**src/hw/rtl/assert_macros.svh**
```systemverilog
// ---------------------------------------------------------------------------
// Assertion macros
// Shared concurrent assertion wrappers for the series-sum block.
// ---------------------------------------------------------------------------
`ifndef ASSERT_MACROS_SVH
`define ASSERT_MACROS_SVH

`ifndef ASSERT_OFF
// Same-cycle implication, checked out of reset.
`define ASSERT_IMP(label, clk, rst_n, ante, cons, msg) \
    label: assert property (@(posedge clk) disable iff (!rst_n) (ante) |-> (cons)) \
        else $error(msg);
// Next-cycle implication, checked out of reset.
`define ASSERT_NXT(label, clk, rst_n, ante, cons, msg) \
    label: assert property (@(posedge clk) disable iff (!rst_n) (ante) |=> (cons)) \
        else $error(msg);
`else
`define ASSERT_IMP(label, clk, rst_n, ante, cons, msg)
`define ASSERT_NXT(label, clk, rst_n, ante, cons, msg)
`endif

`endif

```
**src/hw/rtl/icrs_pkg.sv**
```systemverilog
// ---------------------------------------------------------------------------
// icrs_pkg
// Widths, controller states and command/status types of the series-sum block.
// ---------------------------------------------------------------------------
package icrs_pkg;

    localparam int N_W       = 8;   // term count field
    localparam int X_W       = 17;  // argument field
    localparam int OUT_W     = 24;  // result field
    localparam int TERM_W    = 34;  // running term
    localparam int TERM_FRAC = 30;  // fraction bits of term and accumulator
    localparam int ACC_W     = 48;  // running sum

    localparam int MAX_TERMS_DEF = 255;
    localparam int FRAC_BITS_DEF = 16;

    typedef enum logic [2:0] {
        S_IDLE,
        S_CHECK,
        S_MUL_X,
        S_MUL_NUM,
        S_DIV,
        S_ACCUM,
        S_EMIT
    } t_state;

    typedef struct packed {
        logic load;
        logic mul_x;
        logic mul_num;
        logic div_step;
        logic accum;
        logic emit;
    } t_dp_cmd;

    typedef struct packed {
        logic more_terms;
        logic div_last;
        logic out_full;
    } t_dp_status;

endpackage

```
**src/hw/rtl/icrs_if.sv**
```systemverilog
// ---------------------------------------------------------------------------
// icrs_if
// Valid/ready channel interfaces for the input and result transactions.
// ---------------------------------------------------------------------------
interface icrs_in_if;
    logic                                valid;
    logic                                ready;
    logic        [icrs_pkg::N_W-1:0]     term_count;
    logic signed [icrs_pkg::X_W-1:0]     x_value;

    modport source (output valid, output term_count, output x_value, input ready);
    modport sink   (input valid, input term_count, input x_value, output ready);
endinterface

interface icrs_out_if;
    logic                                valid;
    logic                                ready;
    logic signed [icrs_pkg::OUT_W-1:0]   series_sum;
    logic                                saturated;

    modport source (output valid, output series_sum, output saturated, input ready);
    modport sink   (input valid, input series_sum, input saturated, output ready);
endinterface

```
**src/hw/rtl/inverse_cube_root_series_sum.sv**
```systemverilog
// ---------------------------------------------------------------------------
// inverse_cube_root_series_sum
// Sums n terms of the binomial series for 1/cbrt(1+x) in fixed point.
// ---------------------------------------------------------------------------
// Each input transaction carries a term count n and an argument x with
// FRAC_BITS fraction bits. The block starts from a term of exactly one and
// forms every later term as -term*x*(3i-2)/(3i), holding terms and the
// running sum with 30 fraction bits and truncating toward zero after the
// multiply and after the divide. Counts above MAX_TERMS are treated as
// MAX_TERMS, and a count of zero yields zero. The sum is returned with
// FRAC_BITS fraction bits, clipped to the 24-bit range with a flag. One item
// is worked at a time. Each term passes through the loop test, the two
// multiplies, the restoring divider, which retires one quotient bit per
// cycle, and the accumulate. The dividend is PNW bits wide, where PNW is
// (51 - FRAC_BITS) + clog2(MAX_TERMS+1) + 2, i.e. 45 at the defaults. A
// finished result is held in an output register, so the next input
// transaction is taken while the previous result still waits for the
// downstream side.
// ---------------------------------------------------------------------------
module inverse_cube_root_series_sum #(
    parameter int MAX_TERMS = icrs_pkg::MAX_TERMS_DEF,
    parameter int FRAC_BITS = icrs_pkg::FRAC_BITS_DEF
) (
    input  logic       i_clk,
    input  logic       i_rst_n,
    icrs_in_if.sink    i_in,
    icrs_out_if.source o_out
);
    import icrs_pkg::*;

    // Commands flow from the sequencer, status flows back from the datapath.
    t_dp_cmd    w_cmd;
    t_dp_status w_status;

    icrs_ctrl u_ctrl (
        .i_clk      (i_clk),
        .i_rst_n    (i_rst_n),
        .i_in_valid (i_in.valid),
        .o_in_ready (i_in.ready),
        .i_status   (w_status),
        .o_cmd      (w_cmd)
    );

    // The datapath owns the term, the sum, the divider and the result
    // register, and drives the result channel directly.
    icrs_dp #(
        .MAX_TERMS (MAX_TERMS),
        .FRAC_BITS (FRAC_BITS)
    ) u_dp (
        .i_clk        (i_clk),
        .i_rst_n      (i_rst_n),
        .i_term_count (i_in.term_count),
        .i_x_value    (i_in.x_value),
        .i_cmd        (w_cmd),
        .o_status     (w_status),
        .o_out        (o_out)
    );

endmodule

```
**src/hw/rtl/icrs_ctrl.sv**
```systemverilog
// ---------------------------------------------------------------------------
// icrs_ctrl
// Sequencer that steps the datapath through load, multiply, divide, sum and emit.
// ---------------------------------------------------------------------------
`include "assert_macros.svh"

module icrs_ctrl (
    input  logic                 i_clk,
    input  logic                 i_rst_n,
    input  logic                 i_in_valid,
    output logic                 o_in_ready,
    input  icrs_pkg::t_dp_status i_status,
    output icrs_pkg::t_dp_cmd    o_cmd
);
    import icrs_pkg::*;

    t_state r_state;
    t_state n_state;

    always_ff @(posedge i_clk) begin
        if (!i_rst_n) begin
            r_state <= S_IDLE;
        end else begin
            r_state <= n_state;
        end
    end

    always_comb begin
        n_state = r_state;
        case (r_state)
            S_IDLE: begin
                if (i_in_valid) begin
                    n_state = S_CHECK;
                end
            end
            S_CHECK: begin
                n_state = i_status.more_terms ? S_MUL_X : S_EMIT;
            end
            S_MUL_X:   n_state = S_MUL_NUM;
            S_MUL_NUM: n_state = S_DIV;
            S_DIV: begin
                if (i_status.div_last) begin
                    n_state = S_ACCUM;
                end
            end
            S_ACCUM:   n_state = S_CHECK;
            S_EMIT: begin
                if (!i_status.out_full) begin
                    n_state = S_IDLE;
                end
            end
            default:   n_state = S_IDLE;
        endcase
    end

    always_comb begin
        o_cmd      = '0;
        o_in_ready = 1'b0;
        case (r_state)
            S_IDLE: begin
                o_in_ready = 1'b1;
                o_cmd.load = i_in_valid;
            end
            S_MUL_X:   o_cmd.mul_x    = 1'b1;
            S_MUL_NUM: o_cmd.mul_num  = 1'b1;
            S_DIV:     o_cmd.div_step = 1'b1;
            S_ACCUM:   o_cmd.accum    = 1'b1;
            S_EMIT:    o_cmd.emit     = !i_status.out_full;
            default: begin
                o_cmd      = '0;
                o_in_ready = 1'b0;
            end
        endcase
    end

    `ASSERT_IMP(a_cmd_onehot, i_clk, i_rst_n, 1'b1, $onehot0(o_cmd), "more than one command")
    `ASSERT_NXT(a_div_to_accum, i_clk, i_rst_n, o_cmd.div_step && i_status.div_last, o_cmd.accum, "accumulate must follow the last divide step")
    `ASSERT_NXT(a_accept_check, i_clk, i_rst_n, i_in_valid && o_in_ready, r_state == S_CHECK && !o_in_ready, "accepted transaction must start the term loop")

endmodule

```
**src/hw/rtl/icrs_dp.sv**
```systemverilog
// ---------------------------------------------------------------------------
// icrs_dp
// Term, accumulator, multipliers, bit-serial divider and output register.
// ---------------------------------------------------------------------------
`include "assert_macros.svh"

module icrs_dp #(
    parameter int MAX_TERMS = icrs_pkg::MAX_TERMS_DEF,
    parameter int FRAC_BITS = icrs_pkg::FRAC_BITS_DEF
) (
    input  logic                 i_clk,
    input  logic                 i_rst_n,
    input  logic [icrs_pkg::N_W-1:0]        i_term_count,
    input  logic signed [icrs_pkg::X_W-1:0] i_x_value,
    input  icrs_pkg::t_dp_cmd    i_cmd,
    output icrs_pkg::t_dp_status o_status,
    icrs_out_if.source           o_out
);
    import icrs_pkg::*;

    localparam int IW   = $clog2(MAX_TERMS + 1);       // term index
    localparam int NW   = IW + 2;                       // 3*i and 3*i-2
    localparam int PRW  = TERM_W + X_W;                 // term * x
    localparam int PW   = PRW - FRAC_BITS;              // rescaled product
    localparam int PNW  = PW + NW;                      // product * numerator
    localparam int CW   = $clog2(PNW);                  // divide step counter
    localparam int QW   = (PNW + 1 > TERM_W) ? PNW + 1 : TERM_W;
    localparam int AW1  = ACC_W + 1;
    localparam int OSH  = TERM_FRAC - FRAC_BITS;

    localparam logic [PRW-1:0] P_RND = PRW'((64'd1 << FRAC_BITS) - 64'd1);
    localparam logic [AW1-1:0] O_RND = AW1'((64'd1 << OSH) - 64'd1);
    localparam logic signed [TERM_W-1:0] TERM_ONE = TERM_W'(64'd1 << TERM_FRAC);
    localparam logic signed [QW-1:0] Q_TMAX = QW'((64'sd1 <<< (TERM_W - 1)) - 64'sd1);
    localparam logic signed [QW-1:0] Q_TMIN = -Q_TMAX - QW'(1);
    localparam logic signed [AW1-1:0] A_MAX = AW1'((64'sd1 <<< (ACC_W - 1)) - 64'sd1);
    localparam logic signed [AW1-1:0] A_MIN = -A_MAX - AW1'(1);
    localparam logic signed [AW1-1:0] O_MAX = AW1'((64'sd1 <<< (OUT_W - 1)) - 64'sd1);
    localparam logic signed [AW1-1:0] O_MIN = -O_MAX - AW1'(1);

    logic        [IW-1:0]     r_n;
    logic        [IW-1:0]     r_i;
    logic signed [X_W-1:0]    r_x;
    logic signed [TERM_W-1:0] r_term;
    logic signed [ACC_W-1:0]  r_acc;
    logic signed [PW-1:0]     r_p;
    logic                     r_neg;
    logic        [PNW-1:0]    r_dvd;
    logic        [NW-1:0]     r_rem;
    logic        [NW-1:0]     r_den;
    logic        [CW-1:0]     r_cnt;
    logic                     r_out_valid;
    logic signed [OUT_W-1:0]  r_out_sum;
    logic                     r_out_sat;

    logic        [IW-1:0]     w_n_clip;
    logic signed [PRW-1:0]    w_prod;
    logic signed [PRW-1:0]    w_prod_b;
    logic signed [PRW-1:0]    w_prod_s;
    logic        [NW-1:0]     w_den;
    logic        [NW-1:0]     w_num;
    logic signed [PNW-1:0]    w_pn;
    logic        [PNW-1:0]    w_pn_mag;
    logic        [NW:0]       w_rsh;
    logic                     w_ge;
    logic signed [QW-1:0]     w_qs;
    logic signed [QW-1:0]     w_nt;
    logic signed [TERM_W-1:0] w_term_c;
    logic signed [AW1-1:0]    w_sum;
    logic signed [ACC_W-1:0]  w_acc_c;
    logic signed [AW1-1:0]    w_ob;
    logic signed [AW1-1:0]    w_os;
    logic signed [OUT_W-1:0]  w_out;
    logic                     w_sat;

    assign w_n_clip = (int'(i_term_count) > MAX_TERMS) ? IW'(MAX_TERMS) : IW'(i_term_count);

    // Product rescaled to the term's scale, truncated toward zero.
    assign w_prod   = PRW'(r_term) * PRW'(r_x);
    assign w_prod_b = w_prod + (w_prod[PRW-1] ? $signed(P_RND) : $signed(PRW'(0)));
    assign w_prod_s = w_prod_b >>> FRAC_BITS;

    assign w_den    = (NW'(r_i) << 1) + NW'(r_i);
    assign w_num    = w_den - NW'(2);
    assign w_pn     = PNW'(r_p) * PNW'($signed({1'b0, w_num}));
    assign w_pn_mag = w_pn[PNW-1] ? PNW'(-w_pn) : PNW'(w_pn);

    // Restoring divide on magnitudes, one quotient bit per cycle.
    assign w_rsh = {r_rem, r_dvd[PNW-1]};
    assign w_ge  = w_rsh >= {1'b0, r_den};

    // The next term is the negated quotient; the sign is reapplied here.
    assign w_qs = QW'({1'b0, r_dvd});
    assign w_nt = r_neg ? w_qs : -w_qs;

    always_comb begin
        if (w_nt > Q_TMAX) begin
            w_term_c = TERM_W'(Q_TMAX);
        end else if (w_nt < Q_TMIN) begin
            w_term_c = TERM_W'(Q_TMIN);
        end else begin
            w_term_c = TERM_W'(w_nt);
        end
    end

    assign w_sum = AW1'(r_acc) + AW1'(w_term_c);

    always_comb begin
        if (w_sum > A_MAX) begin
            w_acc_c = ACC_W'(A_MAX);
        end else if (w_sum < A_MIN) begin
            w_acc_c = ACC_W'(A_MIN);
        end else begin
            w_acc_c = ACC_W'(w_sum);
        end
    end

    // Final rescale toward zero and clip to the result range.
    assign w_ob = AW1'(r_acc) + (r_acc[ACC_W-1] ? $signed(O_RND) : $signed(AW1'(0)));
    assign w_os = w_ob >>> OSH;

    always_comb begin
        w_sat = 1'b1;
        if (w_os > O_MAX) begin
            w_out = OUT_W'(O_MAX);
        end else if (w_os < O_MIN) begin
            w_out = OUT_W'(O_MIN);
        end else begin
            w_out = OUT_W'(w_os);
            w_sat = 1'b0;
        end
    end

    always_ff @(posedge i_clk) begin
        if (!i_rst_n) begin
            r_n <= '0;
            r_i <= '0;
        end else if (i_cmd.load) begin
            r_n <= w_n_clip;
            r_i <= (w_n_clip == '0) ? IW'(0) : IW'(1);
        end else if (i_cmd.accum) begin
            r_i <= r_i + IW'(1);
        end
    end

    always_ff @(posedge i_clk) begin
        if (i_cmd.load) begin
            r_x <= i_x_value;
            if (w_n_clip == '0) begin
                r_term <= '0;
                r_acc  <= '0;
            end else begin
                r_term <= TERM_ONE;
                r_acc  <= ACC_W'(TERM_ONE);
            end
        end else if (i_cmd.accum) begin
            r_term <= w_term_c;
            r_acc  <= w_acc_c;
        end
        if (i_cmd.mul_x) begin
            r_p <= w_prod_s[PW-1:0];
        end
        if (i_cmd.mul_num) begin
            r_neg <= w_pn[PNW-1];
            r_dvd <= w_pn_mag;
            r_rem <= '0;
            r_den <= w_den;
            r_cnt <= '0;
        end else if (i_cmd.div_step) begin
            r_rem <= w_ge ? NW'(w_rsh - {1'b0, r_den}) : NW'(w_rsh);
            r_dvd <= {r_dvd[PNW-2:0], w_ge};
            r_cnt <= r_cnt + CW'(1);
        end
        if (i_cmd.emit) begin
            r_out_sum <= w_out;
            r_out_sat <= w_sat;
        end
    end

    always_ff @(posedge i_clk) begin
        if (!i_rst_n) begin
            r_out_valid <= 1'b0;
        end else if (i_cmd.emit) begin
            r_out_valid <= 1'b1;
        end else if (o_out.ready) begin
            r_out_valid <= 1'b0;
        end
    end

    assign o_status.more_terms = r_i < r_n;
    assign o_status.div_last   = r_cnt == CW'(PNW - 1);
    assign o_status.out_full   = r_out_valid && !o_out.ready;

    assign o_out.valid      = r_out_valid;
    assign o_out.series_sum = r_out_sum;
    assign o_out.saturated  = r_out_sat;

    `ASSERT_IMP(a_emit_room, i_clk, i_rst_n, i_cmd.emit, !r_out_valid || o_out.ready, "result written over a pending transaction")
    `ASSERT_IMP(a_index_bound, i_clk, i_rst_n, 1'b1, r_i <= r_n, "term index ran past the term count")
    `ASSERT_IMP(a_sat_extreme, i_clk, i_rst_n, r_out_valid && r_out_sat, r_out_sum == OUT_W'(O_MAX) || r_out_sum == OUT_W'(O_MIN), "saturated flag without a clipped sum")

endmodule
```
**src/flat_wrapper.sv**
```systemverilog
// flat-port wrapper written by rule: the top's interface ports become plain ports
module inverse_cube_root_series_sum_flat import icrs_pkg::*;
#(
    parameter int MAX_TERMS = icrs_pkg::MAX_TERMS_DEF,
    parameter int FRAC_BITS = icrs_pkg::FRAC_BITS_DEF
)
  (i_clk, i_rst_n, i_in_valid, i_in_term_count, i_in_x_value, i_in_ready, o_out_valid, o_out_series_sum, o_out_saturated, o_out_ready);
  icrs_in_if i_in_i ();
  icrs_out_if o_out_i ();
  input  logic i_clk;
  input  logic i_rst_n;
  input wire logic [$bits(i_in_i.valid)-1:0] i_in_valid;
  input wire logic [$bits(i_in_i.term_count)-1:0] i_in_term_count;
  input wire logic [$bits(i_in_i.x_value)-1:0] i_in_x_value;
  output wire logic [$bits(i_in_i.ready)-1:0] i_in_ready;
  output wire logic [$bits(o_out_i.valid)-1:0] o_out_valid;
  output wire logic [$bits(o_out_i.series_sum)-1:0] o_out_series_sum;
  output wire logic [$bits(o_out_i.saturated)-1:0] o_out_saturated;
  input wire logic [$bits(o_out_i.ready)-1:0] o_out_ready;
  assign i_in_i.valid = i_in_valid;
  assign i_in_i.term_count = i_in_term_count;
  assign i_in_i.x_value = i_in_x_value;
  assign i_in_ready = i_in_i.ready;
  assign o_out_valid = o_out_i.valid;
  assign o_out_series_sum = o_out_i.series_sum;
  assign o_out_saturated = o_out_i.saturated;
  assign o_out_i.ready = o_out_ready;
  inverse_cube_root_series_sum #(.MAX_TERMS(MAX_TERMS), .FRAC_BITS(FRAC_BITS)) u_core (.i_clk(i_clk), .i_rst_n(i_rst_n), .i_in(i_in_i), .o_out(o_out_i));
endmodule
```
**config.mk**
```make
export PLATFORM = sky130hd
export DESIGN_NAME = inverse_cube_root_series_sum_flat
export DESIGN_NICKNAME = d
export VERILOG_FILES = /design/src/hw/rtl/icrs_pkg.sv /design/src/hw/rtl/icrs_if.sv /design/src/hw/rtl/inverse_cube_root_series_sum.sv /design/src/hw/rtl/icrs_ctrl.sv /design/src/hw/rtl/icrs_dp.sv /design/src/flat_wrapper.sv
export VERILOG_INCLUDE_DIRS = /design/src /design/src/hw/rtl
export SDC_FILE = /design/constraint.sdc
export NUM_CORES = 2
export LEC_CHECK = 0
export BUFFER_PORTS_ARGS = -buffer_cell sky130_fd_sc_hd__buf_2
export CELL_PAD_IN_SITES_DETAIL_PLACEMENT = 1
export CELL_PAD_IN_SITES_GLOBAL_PLACEMENT = 1
export CORE_MARGIN = 4
export CORE_UTILIZATION = 47
export DETAILED_ROUTE_END_ITERATION = 12
export HOLD_SLACK_MARGIN = 0.12
export PLACE_DENSITY = 0.8
export SYNTH_ARGS = -nofsm -noshare
export SYNTH_HDL_FRONTEND = slang
export SYNTH_SLANG_ARGS = --single-unit
```
**constraint.sdc**
```tcl
create_clock -name i_clk -period 10.05 [get_ports i_clk]
set_clock_uncertainty 0.2 [all_clocks]
set_input_delay 0 -clock i_clk [delete_from_list [all_inputs] [get_ports i_clk]]
set_output_delay 0 -clock i_clk [all_outputs]
set_load 0.1 [all_outputs]
```
==> run summary <==
Slew @ Worst Pin: 1169 ps
share of flip-flops with an asynchronous set or reset: 0%
Setup WS pre-CTS: 219.3 ps
die area: 111800 µm²
critical path class: reg -> reg
number of synthesized register bits: 251
Hold Violations, Final: 0
Setup WS post-layout: 409.2 ps
met2 routed WL: 77370 µm
largest net degree at the start of global routing: 86
max layer used: met4
crit path max-delay cell type: fa_1
Synth cell types: 96
biggest area consumer among synthesized cells: fa_1
Final nets: 6786
DRT met1 WL: 63770 µm
IO Port Bufs: 55
initial drt markers: 2171
Worst Hold Margin: 142.7 ps
DP HPWL: 122300 µm
Core Area: 105600 µm²
Synth area leaders: fa_1 (34%), edfxtp_1 (13%), ha_1 (8.0%), inv_1 (6.6%), nand2_1 (5.6%)
drt pass-1 iters: 8
count leader, synth: inv_1
I/O pins: 56
main flop type after synthesis: edfxtp_1
RePlAce Congestion: 0.9016
layout cell share with drive strength beyond 1: 6.574%
Crit path largest cell delay: 550 ps
Post-synth EDFFs: 215
Crit. End Element: register
Area Overhead vs Synth: 8.327%
max-cap viol count: 0
final instance area: 54220 µm²
number of synthesis warnings: 0
Rel. slew slack: 22.09%
starting density of the core: 47.41%
clock buffer count from CTS: 34
Sink Count: 251
post-synthesis sequential area ratio: 14.34%
Gate Count Post-Synth: 5566
data required time at the worst endpoint: 10120 ps
Crit Path Max Fanout: 35
Synth Cell Area: 50050 µm²
Final Slew Violations: 0
Die Ht: 334.3 µm
Die W: 334.3 µm
Routed WL per cell: 21.83 µm
GRT Total Usage: 27.92%
vias in the first global route: 45340
Final ANT Viol Nets: 0
DR DRC count: 0
Critical Path Source Type: register
Avg Cell Area, Syn: 8.993 µm²
Syn Nets: 6765
Remaining Overflow, GRT: 0
Worst EP arrival: 9710 ps
total number of vias: 40030
synth cell count leaders: inv_1 (885), fa_1 (848), nand2_1 (750), and2_1 (322), ha_1 (322)
row count: 119
Max clock buf depth: 3
fmax: 0.1037 GHz
final WL: 152900 µm
Hold Crit Class: in -> reg
routed wire length on met3: 7827 µm
Clock Root Buffer: clkbuf_16
TritonCTS clock tree: yes
setup violators final: 0
Top cell by count, worst path: inv_1
clock-pin slew on the worst setup and hold paths: 60 ps
Final period util: 95.93%
worst skew pair latency: 590 ps
first-pass GRT wire length: 249300 µm
initial antenna violation count: 2
CTS H-tree depth: 2
Synth top area share: 33.92%
final worst path period need: 9641 ps
placed inst area: 52300 µm²
Vias/cell: 5.714
outcome: complete, no violations
-- cells in the final DEF (no fill, tap or decap), types with 25 or more instances in the layout --
cell and count:
a21o_1 98, a21oi_1 209, a31oi_1 25, and2_1 322, buf_2 55, buf_4 129, clkbuf_16 34, dfxtp_1 36
dlygate4sd3_1 56, edfxtp_1 215, fa_1 846, ha_1 322, inv_1 884, nand2_1 748, nand2b_1 93, nand3_1 69
nand4_1 57, nor2_1 164, nor2b_1 99, nor3_1 70, o21a_1 27, o21ai_0 258, o31ai_1 26, o31ai_2 27
or3_1 27, xnor2_1 167, xor2_1 102
-- metrics by stage --
stage	utilization (%)	TNS, ps	cells
5_1_grt	51.36	-479.7	7004
6_report	51.36	0	7005
3_5_place_dp	49.54	0	6878
3_3_place_gp	49.54	0	6878
2_1_floorplan	-	0	5566
4_1_cts	51.10	0	6996
-- layer usage --
layer,global-route usage (%),vias to the layer above
li1,-,17970
met1,36.40,20850
met2,49.31,998
met3,3.517,206
met4,7.315,0
met5,0,-
-- sequential cells by signal (all words and copies together), names as in the netlist --
| signal | count |
|---|---|
| u_core.u_dp.r_rem | 10 |
| u_core.u_dp.r_x | 17 |
| u_core.u_dp.r_n | 8 |
| u_core.u_dp.r_i | 8 |
| u_core.u_dp.r_cnt | 6 |
| u_core.u_dp.r_term | 34 |
| u_core.u_dp.r_den | 10 |
| u_core.u_dp.r_acc | 48 |
| u_core.u_dp.r_dvd | 45 |
| u_core.u_ctrl.r_state | 3 |
| u_core.u_dp.r_neg | 1 |
| u_core.u_dp.o_out.saturated | 1 |
| u_core.u_dp.r_p | 35 |
| u_core.u_dp.o_out.valid | 1 |
| u_core.u_dp.o_out.series_sum | 24 |
-- kinds of logic (layout without fill, tap and decap cells) --
logic type               after synthesis  after routing  share of synthesized area [%]
XOR/XNOR                             283            283                          4.995
buffers and inverters               1162           1209                          8.892
multiplexers                          16             16                         0.3275
AO/OA/AOI/OAI                        892            892                          11.56
AND/OR/NAND/NOR                     1792           1792                          17.93
other                                  0              1                              0
flip-flops                           251            251                          14.34
adder cells (fa/ha/maj)             1170           1170                          41.97
-- layout make-up --
class	count	area [µm²]
Tap cell	1391	1740
Clock buffer	41	877.1
Clock inverter	21	211.5
Antenna cell	1	2.502
Inverter	887	3334
Sequential cell	251	7177
Timing Repair Buffer	260	2196
Fill cell	12150	51340
Multi-Input combinational cell	4153	38680
-- timing repair --
item                                    CTS  global route
hold buffers                             56             0
endpoints found under the hold margin    66             0
resized for setup                         0            33
endpoints found under the setup margin    0            73
setup buffers                             0             8
-- worst max-delay path, delay by kind of cell (launching register included) --
| kind | cells | cell delay, ps |
|---|---|---|
| XOR/XNOR | 4 | 1040 |
| AO/OA/AOI/OAI | 11 | 2680 |
| adder cells (fa/ha/maj) | 7 | 3110 |
| AND/OR/NAND/NOR | 5 | 740 |
| flip-flops | 1 | 310 |
| buffers and inverters | 9 | 1170 |
-- final timing paths --
kind	endpoint	startpoint	cells after the start	slack [ps]
hold reg to reg	u_core.u_dp.r_n[5]	u_core.u_dp.r_n[5]	2	270
setup reg to reg	u_core.u_dp.r_dvd[20]	u_core.u_dp.r_i[1]	36	410
setup / recovery	u_core.u_dp.r_dvd[20]	u_core.u_dp.r_i[1]	36	410
hold / removal	u_core.u_dp.r_n[5]	i_in_term_count[5]	4	140
Power is left out: the tool's default activity adds up to more than one toggle a clock period on the data nets, which glitch-free logic cannot reach.
